[config.mk]
export PLATFORM = sky130hd
export DESIGN_NAME = recent_mac_dedup_cache_top
export DESIGN_NICKNAME = d
export VERILOG_FILES = /design/src/hdl/rmdc_pkg.sv /design/src/hdl/recent_mac_dedup_cache_top.sv /design/src/hdl/rmdc_cell.sv /design/src/hdl/rmdc_chain.sv /design/src/hdl/rmdc_hash.sv
export SDC_FILE = /design/constraint.sdc
export NUM_CORES = 2
export LEC_CHECK = 0
export BUFFER_PORTS_ARGS = -buffer_cell sky130_fd_sc_hd__buf_2
export CORE_UTILIZATION = 61
export CTS_BUF_LIST = sky130_fd_sc_hd__clkbuf_2
export CTS_CLUSTER_SIZE = 14
export DETAILED_ROUTE_END_ITERATION = 12
export HOLD_SLACK_MARGIN = 0.1
export MAX_ROUTING_LAYER = met4
export PLACE_DENSITY_LB_ADDON = 0.08
export SLEW_MARGIN = 20
export SYNTH_ARGS = -nofsm -noshare
export SYNTH_HDL_FRONTEND = slang
export SYNTH_SLANG_ARGS = --single-unit
export TNS_END_PERCENT = 50
[constraint.sdc]
create_clock -name clk -period 465.3 [get_ports clk]
set_input_delay 0 -clock clk [delete_from_list [all_inputs] [get_ports clk]]
set_output_delay 0 -clock clk [all_outputs]
set_load 0.01 [all_outputs]
[src/hdl/rmdc_pkg.sv]
`timescale 1ns / 1ps
`default_nettype none
// ----------------------------------------------------------------------------
// Recent-MAC dedup cache package
// Shared constants, command codes, control state and chain control word.
// ----------------------------------------------------------------------------
package rmdc_pkg;

	localparam int DEPTH_DEF   = 256;
	localparam int HASH_W      = 32;
	localparam int MAC_W       = 48;
	localparam int MAC_BYTES   = 6;
	localparam int BYTE_CNT_W  = 3;

	localparam logic [HASH_W-1:0] HASH_SEED = 32'd5381;

	localparam logic CMD_CHECK = 1'b0;
	localparam logic CMD_CLEAR = 1'b1;

	typedef enum logic [2:0] {
		ST_IDLE,
		ST_HASH,
		ST_SEARCH,
		ST_INSERT,
		ST_DONE
	} ctrl_state_t;

	// advance: every cell takes its neighbour's word
	// load_new: cell 0 takes the fresh hash instead of the wrapped tail
	typedef struct packed {
		logic advance;
		logic load_new;
	} chain_ctl_t;

endpackage
`default_nettype wire

[src/hdl/recent_mac_dedup_cache_top.sv]
`timescale 1ns / 1ps
`default_nettype none
// ----------------------------------------------------------------------------
// Recent-MAC dedup cache
// Hashes a MAC address and checks it against the most recent DEPTH distinct
// hashes, inserting it on a miss with oldest-first replacement.
// ----------------------------------------------------------------------------
// One word is worked at a time. A check word passes through the hash fold, a
// full search lap of the chain, an insert on a miss (a hit skips it) and the
// output load; a clear word goes straight to the output load. The next word is
// taken in the cycle after the output load, and a result held up by a stalled
// output register holds the block in its done state. The search runs through
// the cell chain: the stored hashes rotate through the chain one cell per cycle
// past a single comparator, and a full lap is always made so the chain returns
// to its original order. A new word is accepted as soon as the block is idle,
// even while the previous result still waits in the output register. There is
// no clearing pass after reset.
// ----------------------------------------------------------------------------
module recent_mac_dedup_cache_top #(
	parameter int DEPTH = rmdc_pkg::DEPTH_DEF
) (
	input  wire logic        clk,
	input  wire logic        arst_n,
	input  wire logic        s_tvalid,
	output      logic        s_tready,
	input  wire logic [47:0] s_tdata,   // [47:0] mac
	input  wire logic        s_tuser,   // [0] cmd
	output      logic        m_tvalid,
	input  wire logic        m_tready,
	output      logic [31:0] m_tdata,   // [31:0] mac_hash
	output      logic        m_tuser    // [0] seen
);
	import rmdc_pkg::*;

	localparam int IW = (DEPTH > 1) ? $clog2(DEPTH) : 1;
	localparam int CW = $clog2(DEPTH + 1);
	localparam logic [IW-1:0] LAST_STEP = IW'(DEPTH - 1);
	localparam logic [CW-1:0] FULL      = CW'(DEPTH);

	ctrl_state_t       state_q, state_d;
	chain_ctl_t        ctl;
	logic [IW-1:0]     step_q;
	logic [CW-1:0]     count_q;
	logic              hit_q;
	logic              clear_q;
	logic              accept;
	logic              hash_start;
	logic              hash_done;
	logic              out_load;
	logic              tap_valid;
	logic              tap_hit;
	logic [IW-1:0]     tap_idx;
	logic [HASH_W-1:0] hash;
	logic [HASH_W-1:0] tail;
	logic              m_tvalid_q;
	logic [HASH_W-1:0] m_tdata_q;
	logic              m_tuser_q;

	assign accept = s_tvalid && s_tready;

	rmdc_hash u_hash (
		.clk    (clk),
		.arst_n (arst_n),
		.start  (hash_start),
		.mac    (s_tdata),
		.hash   (hash),
		.done   (hash_done)
	);

	rmdc_chain #(
		.DEPTH (DEPTH)
	) u_chain (
		.clk     (clk),
		.ctl     (ctl),
		.hash_in (hash),
		.tail    (tail)
	);

	// tail cell holds the entry that sat LAST_STEP - step cells from the head
	assign tap_idx   = LAST_STEP - step_q;
	assign tap_valid = CW'(tap_idx) < count_q;
	assign tap_hit   = (state_q == ST_SEARCH) && tap_valid && (tail == hash);

	always_comb begin
		state_d = state_q;
		case (state_q)
			ST_IDLE: begin
				if (accept) begin
					state_d = (s_tuser == CMD_CLEAR) ? ST_DONE : ST_HASH;
				end
			end
			ST_HASH: begin
				if (hash_done) begin
					state_d = ST_SEARCH;
				end
			end
			ST_SEARCH: begin
				if (step_q == LAST_STEP) begin
					state_d = (hit_q || tap_hit) ? ST_DONE : ST_INSERT;
				end
			end
			ST_INSERT: begin
				state_d = ST_DONE;
			end
			ST_DONE: begin
				if (!m_tvalid_q || m_tready) begin
					state_d = ST_IDLE;
				end
			end
			default: begin
				state_d = ST_IDLE;
			end
		endcase
	end

	always_comb begin
		s_tready     = 1'b0;
		hash_start   = 1'b0;
		ctl.advance  = 1'b0;
		ctl.load_new = 1'b0;
		out_load     = 1'b0;
		case (state_q)
			ST_IDLE: begin
				s_tready   = 1'b1;
				hash_start = s_tvalid && (s_tuser == CMD_CHECK);
			end
			ST_SEARCH: begin
				ctl.advance = 1'b1;
			end
			ST_INSERT: begin
				ctl.advance  = 1'b1;
				ctl.load_new = 1'b1;
			end
			ST_DONE: begin
				out_load = !m_tvalid_q || m_tready;
			end
			default: begin
				s_tready = 1'b0;
			end
		endcase
	end

	always_ff @(posedge clk or negedge arst_n) begin
		if (!arst_n) begin
			state_q    <= ST_IDLE;
			step_q     <= '0;
			count_q    <= '0;
			hit_q      <= 1'b0;
			clear_q    <= 1'b0;
			m_tvalid_q <= 1'b0;
		end else begin
			state_q <= state_d;
			if (accept) begin
				step_q  <= '0;
				hit_q   <= 1'b0;
				clear_q <= (s_tuser == CMD_CLEAR);
				if (s_tuser == CMD_CLEAR) begin
					count_q <= '0;
				end
			end
			if (state_q == ST_SEARCH) begin
				hit_q  <= hit_q || tap_hit;
				step_q <= (step_q == LAST_STEP) ? '0 : step_q + 1'b1;
			end
			// the oldest entry drops off the end once the chain is full
			if (state_q == ST_INSERT && count_q != FULL) begin
				count_q <= count_q + 1'b1;
			end
			if (out_load) begin
				m_tvalid_q <= 1'b1;
			end else if (m_tready) begin
				m_tvalid_q <= 1'b0;
			end
		end
	end

	always_ff @(posedge clk) begin
		if (out_load) begin
			m_tdata_q <= clear_q ? '0 : hash;
			m_tuser_q <= clear_q ? 1'b0 : hit_q;
		end
	end

	assign m_tvalid = m_tvalid_q;
	assign m_tdata  = m_tdata_q;
	assign m_tuser  = m_tuser_q;

`ifndef SYNTH
	a_count_bound: assert property (@(posedge clk) disable iff (!arst_n)
		count_q <= FULL)
		else $error("entry count beyond depth");
	a_clear_empties: assert property (@(posedge clk) disable iff (!arst_n)
		(accept && s_tuser == CMD_CLEAR) |=> count_q == '0)
		else $error("clear did not empty the cache");
	a_result_from_done: assert property (@(posedge clk) disable iff (!arst_n)
		$rose(m_tvalid) |-> $past(state_q) == ST_DONE)
		else $error("result raised outside the done state");
	a_insert_only_on_miss: assert property (@(posedge clk) disable iff (!arst_n)
		ctl.load_new |-> !hit_q)
		else $error("chain loaded on a hit");
`endif

endmodule
`default_nettype wire

[src/hdl/rmdc_cell.sv]
`timescale 1ns / 1ps
`default_nettype none
// ----------------------------------------------------------------------------
// Dedup cache cell
// Holds one stored hash and hands it to the next cell when the chain advances.
// ----------------------------------------------------------------------------
module rmdc_cell (
	input  wire logic                       clk,
	input  wire logic                       advance,
	input  wire logic [rmdc_pkg::HASH_W-1:0] din,
	output      logic [rmdc_pkg::HASH_W-1:0] dout
);
	import rmdc_pkg::*;

	logic [HASH_W-1:0] word_q;

	always_ff @(posedge clk) begin
		if (advance) begin
			word_q <= din;
		end
	end

	assign dout = word_q;

endmodule
`default_nettype wire

[src/hdl/rmdc_chain.sv]
`timescale 1ns / 1ps
`default_nettype none
// ----------------------------------------------------------------------------
// Dedup cache cell chain
// A row of DEPTH cells. Cell 0 holds the newest hash; the tail wraps back to
// cell 0 during a search so that a full pass restores the original order.
// ----------------------------------------------------------------------------
module rmdc_chain #(
	parameter int DEPTH = rmdc_pkg::DEPTH_DEF
) (
	input  wire logic                        clk,
	input  wire rmdc_pkg::chain_ctl_t        ctl,
	input  wire logic [rmdc_pkg::HASH_W-1:0] hash_in,
	output      logic [rmdc_pkg::HASH_W-1:0] tail
);
	import rmdc_pkg::*;

	logic [HASH_W-1:0] link [DEPTH];
	logic [HASH_W-1:0] head_in;

	// take the new hash on insert, otherwise recirculate the tail
	assign head_in = ctl.load_new ? hash_in : link[DEPTH-1];

	for (genvar i = 0; i < DEPTH; i++) begin : g_cell
		if (i == 0) begin : g_head
			rmdc_cell u_cell (
				.clk     (clk),
				.advance (ctl.advance),
				.din     (head_in),
				.dout    (link[i])
			);
		end else begin : g_body
			rmdc_cell u_cell (
				.clk     (clk),
				.advance (ctl.advance),
				.din     (link[i-1]),
				.dout    (link[i])
			);
		end
	end

	assign tail = link[DEPTH-1];

endmodule
`default_nettype wire

[src/hdl/rmdc_hash.sv]
`timescale 1ns / 1ps
`default_nettype none
// ----------------------------------------------------------------------------
// MAC hash unit
// Folds the six MAC bytes, first byte first, one byte per cycle:
// hash = hash * 33 ^ byte, starting from the seed.
// ----------------------------------------------------------------------------
module rmdc_hash (
	input  wire logic                        clk,
	input  wire logic                        arst_n,
	input  wire logic                        start,
	input  wire logic [rmdc_pkg::MAC_W-1:0]  mac,
	output      logic [rmdc_pkg::HASH_W-1:0] hash,
	output      logic                        done
);
	import rmdc_pkg::*;

	logic [MAC_W-1:0]      mac_q;
	logic [HASH_W-1:0]     hash_q;
	logic [BYTE_CNT_W-1:0] cnt_q;
	logic                  busy_q;
	logic                  done_q;

	always_ff @(posedge clk or negedge arst_n) begin
		if (!arst_n) begin
			busy_q <= 1'b0;
			done_q <= 1'b0;
			cnt_q  <= '0;
		end else begin
			done_q <= 1'b0;
			if (start) begin
				busy_q <= 1'b1;
				cnt_q  <= BYTE_CNT_W'(MAC_BYTES);
			end else if (busy_q) begin
				cnt_q <= cnt_q - 1'b1;
				if (cnt_q == BYTE_CNT_W'(1)) begin
					busy_q <= 1'b0;
					done_q <= 1'b1;
				end
			end
		end
	end

	always_ff @(posedge clk) begin
		if (start) begin
			mac_q  <= mac;
			hash_q <= HASH_SEED;
		end else if (busy_q) begin
			mac_q  <= {mac_q[MAC_W-9:0], 8'h00};
			hash_q <= ((hash_q << 5) + hash_q) ^ {24'h000000, mac_q[MAC_W-1 -: 8]};
		end
	end

	assign hash = hash_q;
	assign done = done_q;

`ifndef SYNTH
	a_done_after_busy: assert property (@(posedge clk) disable iff (!arst_n)
		done_q |-> $past(busy_q))
		else $error("hash done without a running fold");
	a_no_start_while_busy: assert property (@(posedge clk) disable iff (!arst_n)
		busy_q |-> !start)
		else $error("hash restarted mid fold");
	a_done_single: assert property (@(posedge clk) disable iff (!arst_n)
		done_q |=> !done_q)
		else $error("hash done held for more than one cycle");
`endif

endmodule
`default_nettype wire
After elaboration in Yosys (flattened, before gate mapping)
Cells that the tools add are included.

Bits in registers: 8333. Input bits: 53.

Add/subtract/negate cells: 5. Order comparisons: 1. Eq/ne operators: 12. Mux-type cells: 33. Bitwise logic cells: 2. Reduce and logical (&&, ||, !) cells: 17.

Operators with widths (number): 48-bit 2-to-1 mux (2); 32-bit adder (1); 32-bit == test (1); 32-bit 2-to-1 mux (1); 32-bit by 8-bit XOR with 32-bit output (1); 9-bit 2-to-1 mux (3); 3-bit 2-to-1 mux (8); 8-bit 2-to-1 mux (3); 1-bit 2-to-1 mux (15); 3-bit one-hot mux with 5 select lines (1); 2-bit nonzero test (5); 9-bit by 1-bit adder with 9-bit output (second input constant) (1); 8-bit by 9-bit less-than comparator with 1-bit output (1); 9-bit inequality test (second input constant) (1); 8-bit by 1-bit adder with 8-bit output (second input constant) (1); 8-bit == test (second input constant) (1); 8-bit subtractor (first input constant) (1); 3-bit by 1-bit == test with 1-bit output (second input constant) (2); 3-bit by 2-bit == test with 1-bit output (second input constant) (2); 2-bit inequality test (second input constant) (3); 1-bit logical AND (5); 4-bit AND reduction (1); 3-bit == test (second input constant) (1); 3-bit logical NOT (1); other kinds (7) (8).

Longest topological paths before layout
Depth after elaboration: 8. Depth in mapped cells: 10. Gate-level depth less buffers: 10.

By module
A second synthesis with hierarchy kept.

Cells, all modules: 8908. Area total of the unflattened synthesis: 254086.2 um^2.

Modules (own cells, without submodules): rmdc_cell (instances 256, cells each 32, area each 960.9 um^2, sequential area each 960.9 um^2); rmdc_hash (instances 1, cells each 404, area each 4576.9 um^2, sequential area each 2207.1 um^2); recent_mac_dedup_cache_top (instances 1, cells each 276, area each 2969.1 um^2, sequential area each 1566.5 um^2); rmdc_chain (instances 1, cells each 36, area each 544.3 um^2, sequential area each 0.0 um^2).

Least setup slack after synthesis
Ideal clock, no wire load.

Path type: reg2reg. From: reg state_q[2]. To: reg state_q[2]. Library setup time: 0.770 ns. Arrival time: 422.880 ns. Data required time: 464.530 ns. Path slack: 41.650 ns. Cell stages (with the launch flop): 9. Path buffers: 1. Clock period less this slack: 423.650 ns. Path through: dfrtp_1 -> buf_2 -> nor2b_1 -> nand2b_1 -> a31oi_2 -> nor3_1 -> a2bb2oi_1 -> nand2b_1 -> o311ai_1.

Cells in the longest elaborated chain, start to end: 7. Elaborated cells on any way between the ends: 18. Classes of those cells: eq/ne: 8; mux: 4; reduce/logical: 6.

Ends and longest elaborated chain: from (decl) (line recent_mac_dedup_cache_top.sv:40) `ctrl_state_t state_q, state_d;`; from (signal assigned) (line recent_mac_dedup_cache_top.sv:152) `state_q <= state_d;`; 3-bit by 2-bit == test with 1-bit output (line recent_mac_dedup_cache_top.sv:82, recent_mac_dedup_cache_top.sv:86); 1-bit logical AND (2 in a row) (line recent_mac_dedup_cache_top.sv:82) `assign tap_hit = (state_q == ST_SEARCH) && tap_valid && (tail == hash);`; 1-bit logical OR (line recent_mac_dedup_cache_top.sv:99) `state_d = (hit_q || tap_hit) ? ST_DONE : ST_INSERT;`; 3-bit 2-to-1 mux (line recent_mac_dedup_cache_top.sv:99); 3-bit 2-to-1 mux (line recent_mac_dedup_cache_top.sv:98) `if (step_q == LAST_STEP) begin`; 3-bit one-hot mux with 5 select lines (line recent_mac_dedup_cache_top.sv:86) `case (state_q)`.

Parallel ways exist; a longest one is shown, timed or not. The select of a mux whose other input is x is not followed. A chain may end at the register's enable or synchronous reset.

Final worst setup path
From: reg state_q[1]. To: reg u_chain.g_cell[134].g_body.u_cell.word_q[5] (enable).

Cells in the longest elaborated chain, start to end: 3. Elaborated cells on any way between the ends: 4. Classes of those cells: eq/ne: 2; mux: 1; reduce/logical: 1.

Ends and longest elaborated chain: 3-bit by 2-bit == test with 1-bit output (line recent_mac_dedup_cache_top.sv:122) `case (state_q)`; 2-bit OR reduction (no line) (*); 1-bit 2-to-1 mux (*) (line recent_mac_dedup_cache_top.sv:122); named net u_chain.g_cell[0].g_head.u_cell.advance (line rmdc_cell.sv:9) `input wire logic advance,`; to (signal assigned) (line rmdc_cell.sv:19) `word_q <= din;`; to (decl) (line rmdc_cell.sv:15) `logic [HASH_W-1:0] word_q;`.

Mark *: on every way through the listed nets, which the timed path passes. The rest lies on a longest branch.

==> impl_results.md <==
- Status: completed
- Slew @ Worst Pin: between 1000 and 1500 ps
- Xor/xnor share of the synthesized area: less than 1%
- DP Area: 0.2621 mm2
- Share of layout cells above drive strength 1: around a quarter
- CP Data Required Time: around 470,000 ps
- Final Skew: around 160 ps
- Max FO, Critical Path: approximately 180
- Yosys cell types: 68
- Max-Cap Viols: 0
- Slew Limit Fails: 0
- Num CTS Buffers: 1,929
- Clock transition at the registers of the reported paths: 110 ps
- Worst hold path type: flop to flop
- CP dominant cell by count: buf_4
- Drc violations: 0
- Number of flops mapped to enable cells by yosys: around 8.3k
- Wirelength per Cell: 18.33 um
- Post-synthesis sequential area ratio: about 100%
- R2r worst-path depth: 8
- Count leader, synth: edfxtp_1
- CTS root buffer: clkbuf_2
- Period utilization: under 10%
- Synth Instances: roughly 9.1k
- DRT iter0 DRCs: 8,363
- Non-Filler Instances: roughly 18k
- Number of cells on the critical path: 8
- ANT nets after route: 0
- Max incr delay on CP: between 900 and 1000 ps
- Detailed Routing Iterations Pass 1: 6
- Min-delay src: u_chain.g_cell[219].g_body.u_cell.dout[11]$_DFFE_PP_
- Setup TNS: 0 ps
- Clock buffer depth: 5
- Buffer and inverter count on the worst path: 7
- Postcts setup bufs: 0
- Multiplexer share of the synthesized area: less than 1%
- Crit end category: flop
- Synth Area per Inst: 27.92 um2
- Pleak: 68.70 nW
- CTS tree: done
- Share of the synthesized area in the top cell type: 97.75%
- Port Buffers: between 80 and 90
- Fillers: 26.18k
- Post-placement cell count: between 10k and 15k
- Reg2reg start: state_q[1]$_DFFE_PN0P_
- Worst-path cell chain: nor2b_4 -> buf_12 -> buf_4 -> buf_4 -> buf_4 -> buf_4 -> buf_4 -> buf_4
- Crit path DAT: 9600 ps
- Vias: just over 90k
- First-pass GRT wire length: about 520,000 um
- Hold depth: 0
- Max Clk Rate: ~130 MHz
- # setup viols final: 0
- Via count of the first global-routing pass: between 90k and 100k
- Syn-to-layout area delta: 10.65%
- YS warnings: 0
- Synth Area in Compound Gates: 0.4052%
- Routed vias/inst: between 5 and 6
- Asr flop ratio synth: 0.3360%
- Post-Synth Simple-Gate Area: less than 1%
- Tmin final: between 7000 and 8000 ps
- Total gr overflow: 0
- Yosys reg bits: approximately 8.3k
- Slowest CP cell: buf_4
- Post-synth top cells: edfxtp_1 (8,273), nand2_1 (274), o21ai_0 (45)
- Fin util: ~68%
- Die width: approximately 650 um
- Hpwl dp: between 100,000 and 150,000 um
- Worst-skew pair later-pin latency: roughly 2300 ps
- Final Hold Violating Endpoints: 0
- Worst hold slack: 295.5 ps
- Initial antenna violation count: 28
- Power Density: approximately 5.5 mW/mm2
- Die Area: approximately 0.42 mm2
- Mapped cell area: roughly 0.25 mm2
- Initial core utilization: around three fifths
- Synthesized net count: around 9k
- Chip height: around 650 um
- Largest area contributor in the netlist: edfxtp_1
- Post_cts resized: 0
- RSZ-0062 raised after global routing: no
- Peak VDD IR: between 5 and 6 uV
- Top Family by Delay on Critical Path: buffers and inverters
- Largest net degree at the start of global routing: 222
- CP Class: flop to flop
- Total GRT Usage: 16.91%
- CP Launch Type: flop
- Combinational family with the most area after synthesis: simple AND/OR/NAND/NOR gates
- Slew HR: between 20% and 30%
- # nets final: about 12k
- Critical path origin: state_q[1]$_DFFE_PN0P_
- # clock sinks: 8,333
- Main area contributors after synthesis: edfxtp_1 (98%), nand2_1 (0.40%), dfrtp_1 (0.28%)
- H-Tree Depth: 7
- Core Area: a little over 0.4 mm2
- RD Place Congestion: ~0.77
- Row count: around 240
- Synth Flop Type: edfxtp_1
- Final Cell Area: between 0.2 and 0.3 mm2
- Post-Route WL: between 300,000 and 400,000 um
- Post-synthesis adder-cell area fraction: less than 1%
- IO Count: between 80 and 90
[final cells by class]
class / instances / area [um2] / share of cell area [%]
antenna: 36 / 90.09 / 0.03204
sequential: 8333 / 249800 / 88.83
multi-input combinational: 702 / 4106 / 1.460
clock buffer: 2752 / 13770 / 4.898
inverter: 29 / 110.1 / 0.03916
tap: 5474 / 6849 / 2.436
timing repair buffer: 431 / 3924 / 1.395
clock inverter: 556 / 2570 / 0.9140
[worst paths after layout]
check                                                                            end  slack [ps]
worst min-delay path            u_chain.g_cell[220].g_body.u_cell.dout[11]$_DFFE_PP_         300
min in group asynchronous                                      step_q[7]$_DFFE_PN0P_         800
worst min register to register  u_chain.g_cell[220].g_body.u_cell.dout[11]$_DFFE_PP_         300
max in group asynchronous                                     count_q[0]$_DFFE_PN0P_      464210
worst max-delay path             u_chain.g_cell[134].g_body.u_cell.dout[5]$_DFFE_PP_      457550
worst max register to register   u_chain.g_cell[134].g_body.u_cell.dout[5]$_DFFE_PP_      457550
[cell families after synthesis]
kind of cell             Yosys count
buffers and inverters             67
AO/OA/AOI/OAI                    157
adder cells (fa/ha/maj)           39
flip-flops                      8333
multiplexers                       7
XOR/XNOR                          57
AND/OR/NAND/NOR                  442
[cells in the final DEF (no fill, tap or decap), types with 12 or more instances in the layout]
| master | instances |
|---|---|
| edfxtp_1 | 8273 |
| buf_12 | 19 |
| dfxtp_1 | 32 |
| clkinvlp_4 | 25 |
| inv_1 | 28 |
| nand3_1 | 12 |
| nor3_1 | 12 |
| nand4_1 | 15 |
| nand2_1 | 274 |
| buf_2 | 87 |
| clkbuf_2 | 2752 |
| xnor2_1 | 28 |
| o21ai_0 | 45 |
| buf_4 | 61 |
| diode_2 | 36 |
| ha_1 | 38 |
| clkinv_2 | 55 |
| a21oi_1 | 36 |
| xor2_1 | 29 |
| dfrtp_1 | 28 |
| clkinv_1 | 443 |
| nor2b_1 | 34 |
| dlygate4sd3_1 | 258 |
| nor2_1 | 40 |
[sequential cells by signal (all words and copies together) (netlist names), 8 cells and up]
name	count
m_tdata	32
count_q	9
u_chain.g_cell.g_body.u_cell.dout	8160
step_q	8
u_hash.hash	32
u_chain.g_cell.g_head.u_cell.dout	32
u_hash.mac_q	48
[report_power, final]
part,internal (mW),switching [mW],leakage (nW)
sequential,0.940,0.0157,52.2
combinational,0.0240,0.133,3.94
clock,0.163,0.264,12.6
[metal layers]
metal / track usage (%) / share of wire [%]
met2: 19.94 / 41
met1: 27.09 / 52
met3: 4.489 / 4.7
met5: - / 0
met4: 8.619 / 2.4
[stage by stage]
stage                     power [mW]  setup WS [ps]
after floorplan                4.892          41650
after global placement         1.119         457780
after detailed placement       1.128         457400
after CTS                      1.565         457480
after global routing           1.622         456860
final                          1.539         457550
[what timing repair did]
item | CTS | global route
setup endpoints to repair | 0 | 0
hold endpoints to repair | 217 | 0
hold buffers | 260 | 0
(Power assumes the default switching activity.)
